<file path="src/hw/rtl/dcc_pkg.sv">
// ----------------------------------------------------------------------------
// dcc_pkg: shared types and constants of the defrost cycle controller
// Item and result structs, phase codes, register indexes and time limits.
// ----------------------------------------------------------------------------
package dcc_pkg;

  localparam int unsigned TIME_W   = 13;
  localparam int unsigned MINUTE_W = 10;
  localparam int unsigned TEMP_W   = 16;
  localparam int unsigned DIFF_W   = 15;
  localparam int unsigned PHASE_W  = 3;
  localparam int unsigned CFG_IDX_W  = 3;
  localparam int unsigned CFG_DATA_W = 16;

  localparam logic [TIME_W-1:0] TIME_MAX = 13'd8191;

  // phase codes
  localparam logic [PHASE_W-1:0] PHASE_WORK        = 3'd0;
  localparam logic [PHASE_W-1:0] PHASE_PUMP_DOWN   = 3'd1;
  localparam logic [PHASE_W-1:0] PHASE_DEFROST     = 3'd2;
  localparam logic [PHASE_W-1:0] PHASE_DRYING      = 3'd3;
  localparam logic [PHASE_W-1:0] PHASE_COIL_FREEZE = 3'd4;

  // register indexes
  localparam logic [CFG_IDX_W-1:0] REG_PUMP_WORK   = 3'd0;
  localparam logic [CFG_IDX_W-1:0] REG_PUMP_DOWN   = 3'd1;
  localparam logic [CFG_IDX_W-1:0] REG_DEFROST     = 3'd2;
  localparam logic [CFG_IDX_W-1:0] REG_DRYING      = 3'd3;
  localparam logic [CFG_IDX_W-1:0] REG_COIL_FREEZE = 3'd4;
  localparam logic [CFG_IDX_W-1:0] REG_SET_POINT   = 3'd5;
  localparam logic [CFG_IDX_W-1:0] REG_DIFFERENTIAL = 3'd6;

  typedef struct packed {
    logic                     minute_elapsed;
    logic                     emergency_request;
    logic signed [TEMP_W-1:0] temperature;
  } dcc_in_t;

  typedef struct packed {
    logic [PHASE_W-1:0] phase;
    logic               pump_on;
    logic               drain_tray_on;
    logic               coil_heater_on;
    logic               fan_on;
  } dcc_out_t;

endpackage

</file>
<file path="src/hw/rtl/defrost_cycle_controller_unit.sv">
// ----------------------------------------------------------------------------
// defrost_cycle_controller_unit
// Defrost phase sequencer with minute counter, emergency shift and thermostat.
// ----------------------------------------------------------------------------
// path: an item passes the input register, then the result register; one compare
//   chain sits between the two, and a low out_ready can hold the item in between
// throughput: one item per cycle while the output is not stalled by out_ready
// reset: rst clears the pipeline valids, cycle state and loads register defaults
module defrost_cycle_controller_unit (
  input  logic                                clk,
  input  logic                                rst,
  input  logic                                in_valid,
  output logic                                in_ready,
  input  dcc_pkg::dcc_in_t                    in_data,
  output logic                                out_valid,
  input  logic                                out_ready,
  output dcc_pkg::dcc_out_t                   out_data,
  input  logic                                cfg_valid,
  output logic                                cfg_ready,
  input  logic [dcc_pkg::CFG_IDX_W-1:0]       cfg_index,
  input  logic [dcc_pkg::CFG_DATA_W-1:0]      cfg_data
);

  localparam int unsigned TW = dcc_pkg::TIME_W;
  localparam int unsigned MW = dcc_pkg::MINUTE_W;
  localparam int unsigned SW = TW + 2;

  // configuration registers
  logic [MW-1:0]                     pump_work_minutes;
  logic [MW-1:0]                     pump_down_minutes;
  logic [MW-1:0]                     defrost_minutes;
  logic [MW-1:0]                     drying_minutes;
  logic [MW-1:0]                     coil_freeze_minutes;
  logic signed [dcc_pkg::TEMP_W-1:0] set_point;
  logic [dcc_pkg::DIFF_W-1:0]        differential;

  // cycle state
  logic [TW-1:0] cycle_minutes, cycle_minutes_next;
  logic [TW-1:0] emergency_offset, emergency_offset_next;
  logic          emergency_active, emergency_active_next;
  logic          emergency_latched, emergency_latched_next;
  logic          reached_low_band, reached_low_band_next;

  // pipeline
  logic              in_reg_valid;
  dcc_pkg::dcc_in_t  in_reg;
  logic              advance;
  dcc_pkg::dcc_out_t result_next;

  assign cfg_ready = 1'b1;
  assign advance   = in_reg_valid && (!out_valid || out_ready);
  assign in_ready  = !in_reg_valid || advance;

  always_ff @(posedge clk) begin
    if (rst) begin
      pump_work_minutes   <= 10'd2;
      pump_down_minutes   <= 10'd2;
      defrost_minutes     <= 10'd4;
      drying_minutes      <= 10'd4;
      coil_freeze_minutes <= 10'd2;
      set_point           <= '0;
      differential        <= '0;
    end else if (cfg_valid) begin
      unique case (cfg_index)
        dcc_pkg::REG_PUMP_WORK:    pump_work_minutes   <= cfg_data[MW-1:0];
        dcc_pkg::REG_PUMP_DOWN:    pump_down_minutes   <= cfg_data[MW-1:0];
        dcc_pkg::REG_DEFROST:      defrost_minutes     <= cfg_data[MW-1:0];
        dcc_pkg::REG_DRYING:       drying_minutes      <= cfg_data[MW-1:0];
        dcc_pkg::REG_COIL_FREEZE:  coil_freeze_minutes <= cfg_data[MW-1:0];
        dcc_pkg::REG_SET_POINT:    set_point           <= $signed(cfg_data);
        dcc_pkg::REG_DIFFERENTIAL: differential        <= cfg_data[dcc_pkg::DIFF_W-1:0];
        default: ;
      endcase
    end
  end

  always_ff @(posedge clk) begin
    if (rst) begin
      in_reg_valid <= 1'b0;
    end else if (in_ready) begin
      in_reg_valid <= in_valid;
    end
    if (in_valid && in_ready) begin
      in_reg <= in_data;
    end
  end

  // evaluation of the item held in the input register
  logic [TW-1:0]          minutes_ticked;
  logic                   emergency;
  logic signed [SW-1:0]   shifted;
  logic [TW-1:0]          shifted_sat;
  logic [TW-1:0]          time_used;
  logic [TW-1:0]          end1, end2, end3, end4, end5;
  logic [dcc_pkg::PHASE_W-1:0] phase;
  logic signed [dcc_pkg::TEMP_W:0] low_band;

  always_comb begin
    minutes_ticked = cycle_minutes;
    if (in_reg.minute_elapsed && cycle_minutes != dcc_pkg::TIME_MAX) begin
      minutes_ticked = cycle_minutes + 1'b1;
    end

    emergency_offset_next = emergency_offset;
    if (in_reg.emergency_request && !emergency_active &&
        minutes_ticked < TW'(pump_work_minutes)) begin
      emergency_offset_next = minutes_ticked;
    end

    emergency = in_reg.emergency_request || emergency_latched;
    shifted = $signed(SW'(minutes_ticked)) + $signed(SW'(pump_work_minutes))
              - $signed(SW'(emergency_offset_next));
    if (shifted < 0) begin
      shifted_sat = '0;
    end else if (shifted > $signed(SW'(dcc_pkg::TIME_MAX))) begin
      shifted_sat = dcc_pkg::TIME_MAX;
    end else begin
      shifted_sat = shifted[TW-1:0];
    end
    time_used = emergency ? shifted_sat : minutes_ticked;

    end1 = TW'(pump_work_minutes);
    end2 = end1 + TW'(pump_down_minutes);
    end3 = end2 + TW'(defrost_minutes);
    end4 = end3 + TW'(drying_minutes);
    end5 = end4 + TW'(coil_freeze_minutes);

    cycle_minutes_next     = minutes_ticked;
    emergency_active_next  = emergency;
    emergency_latched_next = emergency;
    if (time_used < end1) begin
      phase = dcc_pkg::PHASE_WORK;
    end else if (time_used < end2) begin
      phase = dcc_pkg::PHASE_PUMP_DOWN;
    end else if (time_used < end3) begin
      phase = dcc_pkg::PHASE_DEFROST;
    end else if (time_used < end4) begin
      phase = dcc_pkg::PHASE_DRYING;
    end else if (time_used < end5) begin
      phase = dcc_pkg::PHASE_COIL_FREEZE;
    end else begin
      // cycle over: start again, emergency goes straight to pump down
      phase = emergency ? dcc_pkg::PHASE_PUMP_DOWN : dcc_pkg::PHASE_WORK;
      emergency_latched_next = 1'b0;
      cycle_minutes_next     = '0;
      emergency_offset_next  = '0;
    end

    low_band = (dcc_pkg::TEMP_W+1)'(set_point) -
               $signed((dcc_pkg::TEMP_W+1)'({1'b0, differential}));
    reached_low_band_next = reached_low_band;
    result_next = '0;
    result_next.phase = phase;
    case (phase)
      dcc_pkg::PHASE_WORK: begin
        result_next.fan_on = 1'b1;
        if ((dcc_pkg::TEMP_W+1)'(in_reg.temperature) > low_band && !reached_low_band) begin
          result_next.pump_on = 1'b1;
        end else begin
          reached_low_band_next = !(in_reg.temperature >= set_point);
        end
      end
      dcc_pkg::PHASE_PUMP_DOWN: begin
        result_next.drain_tray_on = 1'b1;
        result_next.fan_on        = 1'b1;
      end
      dcc_pkg::PHASE_DEFROST: begin
        result_next.drain_tray_on  = 1'b1;
        result_next.coil_heater_on = 1'b1;
      end
      dcc_pkg::PHASE_DRYING: begin
        result_next.drain_tray_on = 1'b1;
      end
      default: begin
        result_next.pump_on       = 1'b1;
        result_next.drain_tray_on = 1'b1;
      end
    endcase
  end

  always_ff @(posedge clk) begin
    if (rst) begin
      cycle_minutes     <= '0;
      emergency_offset  <= '0;
      emergency_active  <= 1'b0;
      emergency_latched <= 1'b0;
      reached_low_band  <= 1'b0;
      out_valid         <= 1'b0;
    end else begin
      if (advance) begin
        cycle_minutes     <= cycle_minutes_next;
        emergency_offset  <= emergency_offset_next;
        emergency_active  <= emergency_active_next;
        emergency_latched <= emergency_latched_next;
        reached_low_band  <= reached_low_band_next;
        out_valid         <= 1'b1;
      end else if (out_ready) begin
        out_valid <= 1'b0;
      end
    end
    if (advance) begin
      out_data <= result_next;
    end
  end

  // a latched emergency always keeps the active flag
  a_latched_active: assert property (@(posedge clk) disable iff (rst)
    emergency_latched |-> emergency_active)
    else $error("emergency latched without active");

  // work phase never drives drain or coil, and always runs the fan
  a_work_outputs: assert property (@(posedge clk) disable iff (rst)
    out_valid && out_data.phase == dcc_pkg::PHASE_WORK |->
      !out_data.drain_tray_on && !out_data.coil_heater_on && out_data.fan_on)
    else $error("bad outputs in work phase");

  // an evaluation always leaves a result in the next cycle
  a_result_follows: assert property (@(posedge clk) disable iff (rst)
    advance |=> out_valid)
    else $error("result lost after evaluation");

  // phase code stays within the five phases
  a_phase_range: assert property (@(posedge clk) disable iff (rst)
    out_valid |-> out_data.phase <= dcc_pkg::PHASE_COIL_FREEZE)
    else $error("phase out of range");

endmodule
</file>
<file path="config.mk">
export PLATFORM = sky130hd
export DESIGN_NAME = defrost_cycle_controller_unit
export DESIGN_NICKNAME = d
export VERILOG_FILES = /design/src/hw/rtl/dcc_pkg.sv /design/src/hw/rtl/defrost_cycle_controller_unit.sv
export SDC_FILE = /design/constraint.sdc
export NUM_CORES = 1
export LEC_CHECK = 0
export BUFFER_PORTS_ARGS = -buffer_cell sky130_fd_sc_hd__buf_4
export CAP_MARGIN = 20
export CORE_MARGIN = 10
export CORE_UTILIZATION = 42
export DETAILED_ROUTE_END_ITERATION = 6
export GPL_ROUTABILITY_DRIVEN = 0
export PLACE_DENSITY = 0.63
export SYNTH_ARGS = -nofsm -noshare
export SYNTH_HDL_FRONTEND = slang
export SYNTH_SLANG_ARGS = --single-unit
</file>
<file path="constraint.sdc">
create_clock -name clk -period 9.15 [get_ports clk]
set_input_delay 1.83 -clock clk [delete_from_list [all_inputs] [get_ports clk]]
set_output_delay 1.83 -clock clk [all_outputs]
set_load 0.01 [all_outputs]
</file>
==> results.yml <==
status:
  outcome: "finished clean"
route:
  dr.pass1.iters: 6
  route.antenna.remaining_nets: 0
  finalWirelength_um: 30300
  drt_iter0_markers: 690
  wl_per_cell_um: 16.9
  vias: 9873
  avgViaCountPerCell: 5.49
  drc: 0
worst_setup_path:
  r2r_end: "emergency_offset[5]"
  critical_path_depth: 35
  reg2regPathDepth: 35
  crit_arrival_ps: 8870
  crit_buf_inv: 3
  crit_type: "reg2reg"
  cpMostUsedCell: "ha_1"
  cp-end-kind: "flop"
  start_kind: "flop"
  crit_slowest_cell: "o41ai_1"
  rrSetupSlack_ps: 640
  crit_fanout: 20
  crit_family: "compound AO/OA/AOI/OAI gates"
  worst_path_largest_cell_delay_ps: 650
  crit_required_ps: 9510
  timing.rr.start: "cycle_minutes[0]"
hold_path:
  hp-class: "reg2reg"
  whs_path_depth: 2
  holdPathEnd: "differential[1]"
  hold_start: "differential[1]"
timing:
  fmax_mhz: 117
  fin_crit_sh: 0.930
  fin_worst_skew_ps: 13.3
  maxSlewViolCount: 0
  final.min_clock_period_ps: 8510
  final.setup.tns_ps: 0
  final-setup-viol-count: 0
  maxSlewHeadroom: 0.379
  hold_violations: 0
  worstMarginPinSlew_ps: 932
  rsz0062_at_grt: "no"
die:
  die_width_um: 183
  die_h_um: 183
  dieArea_sq_um: 33300
  start_util: 0.426
  row_count: 59
  io_pins: 52
  core-area_sq_um: 26100
global_routing:
  use_met1: 0.230
  grt_use_total: 0.179
  globalRouteMet3Util: 0.0295
  grt_pass1_wl_um: 48900
  grt.busiest_layer: "met2"
  met2_usage: 0.297
  grt_pass1_vias: 9432
  overflow: 0
  antenna_found_initial: 0
  grt_max_degree: 88
clocking:
  cts_hold_buf: 0
  numCtsBuffers: 17
  cts_max_path_buffers: 2
  path_clk_slew_ps: 60
  htreeDepth: 4
  root_buffer: "clkbuf_16"
  cts_tree: "yes"
  cts.sinks: 137
  clk_latency_ps: 430
synthesis:
  synth-seq-cells: 137
  yosys-top-cells-area: "dfxtp_1, ha_1, nand2_1"
  synth_edf_count: 25
  synth_ff_type: "dfxtp_1"
  avgSynthCellArea_sq_um: 7.96
  yosysWarnings: 0
  synthCells: 1396
  synth_top_area_cell: "dfxtp_1"
  synth_seq_area_share: 0.269
  synth_top_area_frac: 0.202
  ys_types: 69
  syn_area_sq_um: 11100
  synth_fp_nets: 1620
  synthArstFlopShare: 0
finish:
  multiInputGateArea_sq_um: 7480
  final_cell_area_sq_um: 12500
  nets: 1673
  final_common_cell: "nand2_1"
  seq_area_sq_um: 2990
  drive_above_1_share: 0.0903
  antenna_cells: 0
  largest_register_ffs: 18
  fill_cells: 2538
  mostFrequentLayoutCells: "nand2_1, ha_1, a21oi_1, inv_1, dfxtp_1"
  area_growth_syn_to_layout_pct: 12.9
pwr:
  power_density_nw_per_um2: 171
  peakVddDrop_mv: 0.114
  p_leak_uw: 0.00537
flow_run:
  max_cap_violations: 0
placement:
  dpl_cell_area_sq_um: 11900
  io_buffers: 50
  hpwl_um: 23800
-- synth_stat cells, types with 3 or more instances --
cell type	number
nor2_1	62
nor3_1	22
edfxtp_1	25
a21oi_1	158
ha_1	166
dfxtp_1	112
inv_1	134
nand2b_1	20
buf_6	3
o21bai_1	14
and2_1	11
o31ai_1	4
o21ai_0	72
and3_1	10
nor3b_1	3
a211o_1	4
xnor2_1	40
buf_2	4
o2111ai_1	5
a211oi_1	14
nand2_1	228
a31oi_1	4
fa_1	16
nand3b_1	6
nor2b_1	22
nor4_1	5
o211ai_1	7
or2_2	8
nand4_1	18
o21a_1	10
mux2i_1	4
a21o_1	39
clkbuf_1	29
xor2_1	19
o22ai_1	3
nand3_1	42
a21boi_0	3
a22o_1	8
-- logic make-up (layout without fill, tap and decap cells) --
logic type,after synthesis,count (layout),synth area share
AO/OA/AOI/OAI,372,372,0.208
flip-flops,137,137,0.269
AND/OR/NAND/NOR,468,468,0.195
multiplexers,4,4,0.00361
buffers and inverters,173,239,0.0613
adder cells (fa/ha/maj),182,182,0.216
XOR/XNOR,59,59,0.0465
other,1,1,0.000338
-- worst register-to-register path, delay by kind of cell, from the launching register on --
kind            cells  cell delay, ps
xor+xnor            1             200
fa+ha+maj           6            1580
flops               1             410
buf+inv             3             340
simple gates        8            1730
compound gates     17            4170
-- worst max path at each step --
stage,start,endpoint,slack [ps]
after floorplan,cycle_minutes[0],emergency_offset[0],1250
after detailed placement,cycle_minutes[0],emergency_offset[7],170
after global placement,cycle_minutes[0],emergency_offset[2],470
after CTS,cycle_minutes[0],emergency_offset[0],170
final,cycle_minutes[0],emergency_offset[5],640
after global routing,cycle_minutes[0],emergency_offset[11],20
-- stage by stage --
step                worst slack [ps]  utilization  power [uW]  hold slack [ps]  instances
floorplan                       1250            -        1220              425       1396
global placement                 473        0.455        1430              437       1760
detailed placement               167        0.455        1440              443       1760
CTS                              167        0.478        2150              457       1792
global route                    16.9        0.481        2280              478       1797
finish                           639        0.481        2150              456       1797
-- routing by layer --
layer / vias up / part of all wire
met5: - / 0
met4: 0 / 0.027
met3: 49 / 0.042
met2: 212 / 0.47
met1: 4622 / 0.46
li1: 4990 / -
-- cell type report --
type	count	share of cell area
flip-flops and latches	137	0.239
multi-input cells	1086	0.597
inverters	135	0.0404
clock inverters	15	0.0139
repair buffers	72	0.0431
clock buffers	17	0.0339
well taps	335	0.0334
-- where the power goes --
group | internal (uW) | leakage [uW] | switching (uW) | total [uW]
Combinational | 328 | 0.00392 | 450 | 778
Clock | 391 | 0.000298 | 315 | 706
Sequential | 649 | 0.00115 | 16.1 | 665
-- repair_timing --
action | 4_1_cts | 5_1_grt
endpoints found under the hold margin | 0 | 0
endpoints found under the setup margin | 0 | 35
resized for setup | 0 | 12
buffers inserted | 0 | 2
Power figures use the tool's default switching activity.
